--- src/rtl/multi_timer_table_core_assert.svh ---
// Assertion macros for the timer table core.
// Needs a clock named clk and an active-low reset named arst_n in scope.
`ifndef MULTI_TIMER_TABLE_CORE_ASSERT_SVH
`define MULTI_TIMER_TABLE_CORE_ASSERT_SVH

// same-cycle implication
`define MTT_ASSERT_NOW(label, ante, cons) \
	label: assert property (@(posedge clk) disable iff (!arst_n) (ante) |-> (cons)) \
		else $error("timer table check failed");

// next-cycle implication
`define MTT_ASSERT_NEXT(label, ante, cons) \
	label: assert property (@(posedge clk) disable iff (!arst_n) (ante) |=> (cons)) \
		else $error("timer table check failed");

`endif

--- src/rtl/mtt_pkg.sv ---
// Shared constants and types for the timer table core.
// No dependencies.
`timescale 1ns / 1ps
`default_nettype none

package mtt_pkg;

	localparam int NUM_TIMERS = 8;
	localparam int IDX_W = (NUM_TIMERS > 1) ? $clog2(NUM_TIMERS) : 1;
	localparam int CNT_W = $clog2(NUM_TIMERS + 1);

	typedef enum logic [1:0] {
		REQ_DECLARE = 2'd0,
		REQ_CANCEL  = 2'd1,
		REQ_ADVANCE = 2'd2,
		REQ_NONE    = 2'd3
	} req_kind_t;

	typedef enum logic [1:0] {
		ST_IDLE,
		ST_WALK,
		ST_DONE
	} walk_state_t;

endpackage

`default_nettype wire

--- src/rtl/multi_timer_table_core.sv ---
// Timer table core: NUM_TIMERS one-shot timers sharing one time base.
// Uses mtt_pkg and the assertion macros in multi_timer_table_core_assert.svh.
`timescale 1ns / 1ps
`default_nettype none

// channel   handshake            word
// -------   ------------------   -----------------------------------------------
// in        in_valid / in_stall  req_type, interval_us, slot, elapsed_us
// out       out_valid/out_stall  accepted, slot_granted, expired_mask,
//                                next_valid, next_slot, next_remaining
//
// An item is handled by a walk over the remaining-time RAM: one read per entry
// through its registered read port, then the word is handed to the output
// register, which waits while a held output word is stalled.
// The slot-in-use bits are flip-flops cleared by arst_n; the RAM is not reset
// and an entry's read data is only used while its slot is in use.
// A stalled output word holds; the next input word is taken while it waits.

module multi_timer_table_core (
	input  wire logic        clk,
	input  wire logic        arst_n,
	// input channel
	input  wire logic        in_valid,
	output logic             in_stall,
	input  wire logic [1:0]  req_type,
	input  wire logic [31:0] interval_us,
	input  wire logic [2:0]  slot,
	input  wire logic [31:0] elapsed_us,
	// output channel
	output logic             out_valid,
	input  wire logic        out_stall,
	output logic             accepted,
	output logic [2:0]       slot_granted,
	output logic [7:0]       expired_mask,
	output logic             next_valid,
	output logic [2:0]       next_slot,
	output logic [31:0]      next_remaining
);

	localparam int N = mtt_pkg::NUM_TIMERS;
	localparam int IW = mtt_pkg::IDX_W;
	localparam int CW = mtt_pkg::CNT_W;

	// ---------------------------------------------------------------
	// Sequencer
	// ---------------------------------------------------------------
	mtt_pkg::walk_state_t state_q, state_nx;
	logic [CW-1:0] cnt_q;        // walk read pointer, runs 0..N
	logic          issue;        // a RAM read goes out this cycle
	logic          in_take;
	logic          out_load;

	// ---------------------------------------------------------------
	// Latched request
	// ---------------------------------------------------------------
	mtt_pkg::req_kind_t op_q;
	logic [31:0]   interval_q;
	logic [31:0]   elapsed_q;
	logic [IW-1:0] slot_idx_q;
	logic          slot_ok_q;    // cancel target exists in this table

	// ---------------------------------------------------------------
	// Table state
	// ---------------------------------------------------------------
	logic [N-1:0]  in_use_q;
	logic [31:0]   mem_q [N];
	logic          wr_en;
	logic [IW-1:0] wr_addr;
	logic [31:0]   wr_data;
	logic [31:0]   rd_data_s1;
	logic [IW-1:0] idx_s1;
	logic          valid_s1;

	// ---------------------------------------------------------------
	// Per-item results being built during the walk
	// ---------------------------------------------------------------
	logic          acc_q;
	logic          granted_q;    // declare already placed
	logic [IW-1:0] grant_idx_q;
	logic [7:0]    mask_q;
	logic          found_q;
	logic [IW-1:0] best_idx_q;
	logic [31:0]   best_rem_q;

	// walk stage decode
	logic          use_s1;
	logic          set_bit, clr_bit;
	logic          cand_v;
	logic [31:0]   cand;
	logic          take_best;

	// output register
	logic          out_valid_q;
	logic          acc_out_q;
	logic [2:0]    grant_out_q;
	logic [7:0]    mask_out_q;
	logic          nv_out_q;
	logic [2:0]    ns_out_q;
	logic [31:0]   nr_out_q;

	// ---------------------------------------------------------------
	// FSM: next state
	// ---------------------------------------------------------------
	always_comb begin
		state_nx = state_q;
		unique case (state_q)
			mtt_pkg::ST_IDLE: begin
				if (in_take) state_nx = mtt_pkg::ST_WALK;
			end
			mtt_pkg::ST_WALK: begin
				if (cnt_q == CW'(N)) state_nx = mtt_pkg::ST_DONE;
			end
			mtt_pkg::ST_DONE: begin
				if (out_load) state_nx = mtt_pkg::ST_IDLE;
			end
			default: state_nx = mtt_pkg::ST_IDLE;
		endcase
	end

	// FSM: outputs
	always_comb begin
		in_stall = (state_q != mtt_pkg::ST_IDLE);
		issue    = (state_q == mtt_pkg::ST_WALK) && (cnt_q < CW'(N));
		out_load = (state_q == mtt_pkg::ST_DONE) && (!out_valid_q || !out_stall);
	end

	assign in_take = in_valid && !in_stall;

	always_ff @(posedge clk or negedge arst_n) begin
		if (!arst_n) begin
			state_q  <= mtt_pkg::ST_IDLE;
			cnt_q    <= '0;
			valid_s1 <= 1'b0;
		end else begin
			state_q  <= state_nx;
			valid_s1 <= issue;
			if (in_take)
				cnt_q <= '0;
			else if (issue)
				cnt_q <= cnt_q + CW'(1);
		end
	end

	// request latch
	always_ff @(posedge clk) begin
		if (in_take) begin
			op_q       <= mtt_pkg::req_kind_t'(req_type);
			interval_q <= interval_us;
			elapsed_q  <= elapsed_us;
			slot_idx_q <= IW'(slot);
			slot_ok_q  <= (32'(slot) < N);
		end
	end

	// ---------------------------------------------------------------
	// Remaining-time RAM: one write, one registered read per cycle.
	// Each entry is read once per walk and written back only from its own
	// walk slot, so a read never races a pending write to the same entry.
	// ---------------------------------------------------------------
	always_ff @(posedge clk) begin
		if (wr_en)
			mem_q[wr_addr] <= wr_data;
		if (issue)
			rd_data_s1 <= mem_q[cnt_q[IW-1:0]];
		idx_s1 <= cnt_q[IW-1:0];
	end

	// ---------------------------------------------------------------
	// Walk stage: apply the request to one entry and feed the minimum
	// ---------------------------------------------------------------
	assign use_s1 = in_use_q[idx_s1];

	always_comb begin
		wr_en   = 1'b0;
		wr_addr = idx_s1;
		wr_data = rd_data_s1;
		set_bit = 1'b0;
		clr_bit = 1'b0;
		cand_v  = 1'b0;
		cand    = rd_data_s1;
		if (valid_s1) begin
			unique case (op_q)
				mtt_pkg::REQ_DECLARE: begin
					if (!use_s1 && !granted_q && (interval_q != 32'd0)) begin
						// lowest free slot takes the new timer
						wr_en   = 1'b1;
						wr_data = interval_q;
						set_bit = 1'b1;
						cand_v  = 1'b1;
						cand    = interval_q;
					end else if (use_s1) begin
						cand_v = 1'b1;
					end
				end
				mtt_pkg::REQ_CANCEL: begin
					if (use_s1 && slot_ok_q && (idx_s1 == slot_idx_q))
						clr_bit = 1'b1;
					else if (use_s1)
						cand_v = 1'b1;
				end
				mtt_pkg::REQ_ADVANCE: begin
					if (use_s1) begin
						if (elapsed_q < rd_data_s1) begin
							wr_en   = 1'b1;
							wr_data = rd_data_s1 - elapsed_q;
							cand_v  = 1'b1;
							cand    = rd_data_s1 - elapsed_q;
						end else begin
							clr_bit = 1'b1;
						end
					end
				end
				mtt_pkg::REQ_NONE: begin
					cand_v = use_s1;
				end
				default: cand_v = 1'b0;
			endcase
		end
	end

	// strict less-than keeps the lowest index on a tie
	assign take_best = cand_v && (!found_q || (cand < best_rem_q));

	always_ff @(posedge clk or negedge arst_n) begin
		if (!arst_n) begin
			in_use_q  <= '0;
			found_q   <= 1'b0;
			acc_q     <= 1'b0;
			granted_q <= 1'b0;
			mask_q    <= '0;
		end else if (in_take) begin
			found_q   <= 1'b0;
			acc_q     <= 1'b0;
			granted_q <= 1'b0;
			mask_q    <= '0;
		end else begin
			if (set_bit) begin
				in_use_q[idx_s1] <= 1'b1;
				acc_q            <= 1'b1;
				granted_q        <= 1'b1;
			end
			if (clr_bit) begin
				in_use_q[idx_s1] <= 1'b0;
				if (op_q == mtt_pkg::REQ_CANCEL)
					acc_q <= 1'b1;
				else
					mask_q <= mask_q | (8'd1 << idx_s1);  // slots past 7 fall off
			end
			if (take_best)
				found_q <= 1'b1;
		end
	end

	always_ff @(posedge clk) begin
		if (set_bit)
			grant_idx_q <= idx_s1;
		if (take_best) begin
			best_idx_q <= idx_s1;
			best_rem_q <= cand;
		end
	end

	// ---------------------------------------------------------------
	// Output register
	// ---------------------------------------------------------------
	always_ff @(posedge clk or negedge arst_n) begin
		if (!arst_n)
			out_valid_q <= 1'b0;
		else if (out_load)
			out_valid_q <= 1'b1;
		else if (!out_stall)
			out_valid_q <= 1'b0;
	end

	always_ff @(posedge clk) begin
		if (out_load) begin
			acc_out_q   <= acc_q;
			grant_out_q <= granted_q ? 3'(grant_idx_q) : 3'd0;
			mask_out_q  <= mask_q;
			nv_out_q    <= found_q;
			ns_out_q    <= found_q ? 3'(best_idx_q) : 3'd0;
			nr_out_q    <= found_q ? best_rem_q : 32'd0;
		end
	end

	assign out_valid      = out_valid_q;
	assign accepted       = acc_out_q;
	assign slot_granted   = grant_out_q;
	assign expired_mask   = mask_out_q;
	assign next_valid     = nv_out_q;
	assign next_slot      = ns_out_q;
	assign next_remaining = nr_out_q;

	// ---------------------------------------------------------------
	// Checks
	// ---------------------------------------------------------------
`include "multi_timer_table_core_assert.svh"

	`MTT_ASSERT_NEXT(a_take_starts_walk, in_take,
		(state_q == mtt_pkg::ST_WALK) && (cnt_q == '0) && !found_q)
	`MTT_ASSERT_NOW(a_best_nonzero, found_q && (state_q != mtt_pkg::ST_IDLE),
		best_rem_q != 32'd0)
	`MTT_ASSERT_NOW(a_expire_not_accept, out_valid_q && (mask_out_q != 8'd0),
		!acc_out_q && (grant_out_q == 3'd0))

endmodule

`default_nettype wire
--- config.mk ---
export PLATFORM = sky130hd
export DESIGN_NAME = multi_timer_table_core
export DESIGN_NICKNAME = d
export VERILOG_FILES = /design/src/rtl/mtt_pkg.sv /design/src/rtl/multi_timer_table_core.sv
export VERILOG_INCLUDE_DIRS = /design/src /design/src/rtl
export SDC_FILE = /design/constraint.sdc
export NUM_CORES = 1
export LEC_CHECK = 0
export ABC_CLOCK_PERIOD_IN_PS = 21100
export BUFFER_PORTS_ARGS = -buffer_cell sky130_fd_sc_hd__buf_4
export CORE_ASPECT_RATIO = 0.9
export CORE_MARGIN = 2
export CORE_UTILIZATION = 64
export DETAILED_ROUTE_END_ITERATION = 8
export GPL_ROUTABILITY_DRIVEN = 0
export PLACE_DENSITY_LB_ADDON = 0.1
export SYNTH_ARGS = -nofsm -noshare
export SYNTH_HDL_FRONTEND = slang
export SYNTH_SLANG_ARGS = --single-unit
--- constraint.sdc ---
create_clock -name clk -period 21.1 [get_ports clk]
set_input_delay 3.165 -clock clk [delete_from_list [all_inputs] [get_ports clk]]
set_output_delay 3.165 -clock clk [all_outputs]
set_load 0.01 [all_outputs]
==> key figures <==
Floorplanning
  • Core area: 31800 µm²
  • Number of placed I/O pins: 123
  • Horizontal extent of the die: 193 µm
  • Initial Util: 64.7%
  • Placement row count: 62
  • Die span in y: 174 µm
  • Die Area: 33600 µm²

Global routing
  • Via count of the first global-routing pass: 12100
  • First-pass GRT wire length: 73400 µm
  • Pin count of the biggest net entering global routing: 77
  • Antenna violations before repair: 1
  • Total GRT Usage: 29.7%
  • Total global routing overflow: 0

Worst setup path
  • Data required time of the critical path: 21.34 ns
  • Worst Setup End Kind: register
  • Worst Setup Path Type: reg2reg
  • Cell type group with the largest total delay on the critical path: compound AO/OA/AOI/OAI gates
  • Slowest CP cell: sky130_fd_sc_hd__nor2_1
  • Worst setup SP type: register
  • Signal arrival time at the worst endpoint: 7.15 ns
  • Longest individual stage delay on the worst path: 1.01 ns
  • Critical path buffer and inverter count: 2
  • Top fanout value on the critical path: 44
  • Cells along the critical path: and2b_1 > o2bb2ai_1 > a22oi_1 > nand3_2 > buf_4 > nor2_1 > a22oi_1 > o211ai_1 > ha_1 > a21oi_1 > o21ai_0 > a21oi_1 > o21ai_0 > nor4b_1 > a31oi_1 > o21ai_4 > buf_4

Status
  • Result of the run: complete, no violations

Layout
  • Final layout net count: 1597
  • Diodes inserted: 0
  • Layout cells sized above 1: 23.2%
  • Multi-input combinational cell area: 6050 µm²
  • Register Area: 14000 µm²
  • Post-layout util: 73.8%
  • Layout overhead on the synthesized area: 14.1%
  • Fill cells: 1967

Timing
  • Max-Slew Margin vs Limit: 13.9%
  • RSZ-0062 raised after global routing: false
  • Maximum clock skew at final layout: 0.0135 ns
  • Total negative slack for setup checks: 0 ns
  • Final critical path time including I/O delays and setup: 6.91 ns
  • Maximum clock rate: 145 MHz
  • Final clock period utilization by the worst path: 32.7%
  • Hold violation total from the final report: 0
  • Worst Tran Pin Value: 1.29 ns
  • Count of final max-slew check failures: 0
  • Final setup violation count: 0

Route
  • Detailed Routing Iterations Pass 1: 6
  • Routed wire length per instance: 25.5 µm
  • Count of antenna-violating nets left after detailed routing: 0
  • Residual DRC: 0
  • Average vias per placed instance: 6.43
  • Vias: 12200
  • Wire length after detailed routing: 48500 µm
  • DRC marker count from the first detailed-route iteration: 1646

Clock network
  • Num CTS Buffers: 45
  • Number of buffers inserted for hold repair after clock tree synthesis: 0
  • Number of buffers inserted to repair setup after CTS: 0
  • H-tree depth: 2
  • TritonCTS clock tree: done
  • Worst skew pair latency: 0.56 ns
  • Clk pin slew, worst setup/hold paths: 0.06 ns
  • Cell at the root of the clock tree: sky130_fd_sc_hd__clkbuf_16
  • CTS max path bufs: 3
  • Total clock sinks: 473
  • Gates resized, CTS repair: 0

Synthesis
  • Flip-flop cell with the highest count after synthesis: sky130_fd_sc_hd__edfxtp_1
  • Count of yosys warnings during synthesis: 0
  • Top cell type by total area after synthesis: sky130_fd_sc_hd__edfxtp_1
  • Total standard cell area after synthesis: 20600 µm²
  • Synthesized area per cell: 15.8 µm²
  • Flip-flop and latch count after synthesis: 473
  • Most used standard cell by instance count after synthesis: sky130_fd_sc_hd__edfxtp_1
  • Top-area cell type share of the netlist area: 64.7%
  • Nets in the synthesized netlist: 1441
  • Top post-synthesis cells by area: sky130_fd_sc_hd__edfxtp_1 (65%), sky130_fd_sc_hd__mux4_2 (7.0%), sky130_fd_sc_hd__ha_1 (4.2%), sky130_fd_sc_hd__dfrtp_1 (3.3%), sky130_fd_sc_hd__mux2_2 (2.0%)
  • Number of flops mapped to enable cells by yosys: 443
  • Share of flip-flops with an asynchronous set or reset after synthesis: 5.71%
  • Gate count after technology mapping: 1298
  • Top cell types by occurrence after synthesis: sky130_fd_sc_hd__edfxtp_1 (443), sky130_fd_sc_hd__inv_1 (85), sky130_fd_sc_hd__ha_1 (69), sky130_fd_sc_hd__nand2_1 (69), sky130_fd_sc_hd__mux4_2 (64)
  • Share of synthesized area occupied by flip-flops and latches: 68.2%
  • Count of cell types in the netlist: 71

Power and ir drop
  • Pwr/cell area: 152 nW/µm²
  • Leak Pwr: 8.49 nW
  • IR Drop Worst-Case VDD: 0.0971 mV

Hold path
  • Worst hold path class: reg2reg

Placed design
  • Port buffer count: 122
  • Post-detail-place hpwl: 31000 µm

Job
  • Number of maximum-capacitance constraint violations: 0
metal layers:
layer,vias to the layer above,track usage [%],wire [µm]
met1,6086,47.1,20900
met2,688,43.4,21600
li1,5360,-,-
met5,-,0,0
met3,83,4.62,4750
met4,0,8.30,1170
final timing paths:
check	end	slack, ns	start	cells past startpoint
worst max-delay path	best_rem_q[24]$_DFFE_PP_	14.19	idx_s1[1]$_DFF_P_	17
worst min-delay path	expired_mask[5]$_DFFE_PP_	0.45	mask_q[5]$_DFFE_PN0P_	0
worst max register to register	best_rem_q[24]$_DFFE_PP_	14.19	idx_s1[1]$_DFF_P_	17
worst min register to register	expired_mask[5]$_DFFE_PP_	0.45	mask_q[5]$_DFFE_PN0P_	0
max in group asynchronous	cnt_q[0]$_DFFE_PN0P_	18.29	arst_n	1
min in group asynchronous	state_q[1]$_DFFE_PN0P_	2.51	arst_n	1
per-stage QoR:
stage	instances	power, W	area, µm²	hold WS [ns]	setup WS [ns]
final	1901	0.00356	23500	0.450	14.19
after global routing	1901	0.00375	23500	0.467	13.62
after CTS	1901	0.00356	23500	0.450	14.29
after detailed placement	1823	0.00279	22100	0.436	14.33
after global placement	1823	0.00275	22100	0.434	14.58
after floorplan	1298	0.00236	20600	0.345	13.86
registers in the layout (all words and copies together), names as in the netlist, 2 cells and up:
signal and cells:
grant_idx_q 3, expired_mask 8, next_slot 3, mem_q 256, cnt_q 4, slot_idx_q 3, slot_granted 3, idx_s1 3
in_use_q 8, state_q 2, op_q 2, best_idx_q 3, elapsed_q 32, best_rem_q 32, next_remaining 32, mask_q 8
rd_data_s1 32, interval_q 32
final cells by class:
type                       count  share of cell area, %
multi-input combinational    692                   25.8
clock buffer                  57                   5.03
timing repair buffer         156                   4.99
clock inverter                21                  0.752
inverter                      86                   1.38
sequential                   473                   59.8
tap                          416                   2.22
placed cells by master (no fill, tap or decap), types with 25 or more instances in the layout:
cell and instances:
sky130_fd_sc_hd__clkbuf_16 45, sky130_fd_sc_hd__a21oi_1 58, sky130_fd_sc_hd__inv_1 85, sky130_fd_sc_hd__mux2_2 37, sky130_fd_sc_hd__buf_4 156, sky130_fd_sc_hd__edfxtp_1 443
sky130_fd_sc_hd__mux4_2 64, sky130_fd_sc_hd__nand2_1 69, sky130_fd_sc_hd__and2_1 41, sky130_fd_sc_hd__ha_1 69, sky130_fd_sc_hd__o21ai_0 47, sky130_fd_sc_hd__dfrtp_1 25
sky130_fd_sc_hd__nor2_1 42
report_power, final:
part           internal, W  total (W)  switching [W]
clock             0.000422   0.000763       0.000340
combinational     0.000529    0.00133       0.000801
sequential         0.00134    0.00147       0.000130
cell families (layout without fill, tap and decap cells):
logic type,Yosys count,count (layout),synth area share (%)
compound gates,236,236,7.88
fa+ha+maj,70,70,4.29
flops,473,473,68.2
buf+inv,133,320,2.62
simple gates,243,243,6.08
xor+xnor,33,33,1.40
mux,110,110,9.47
(Power assumes the default switching activity.)
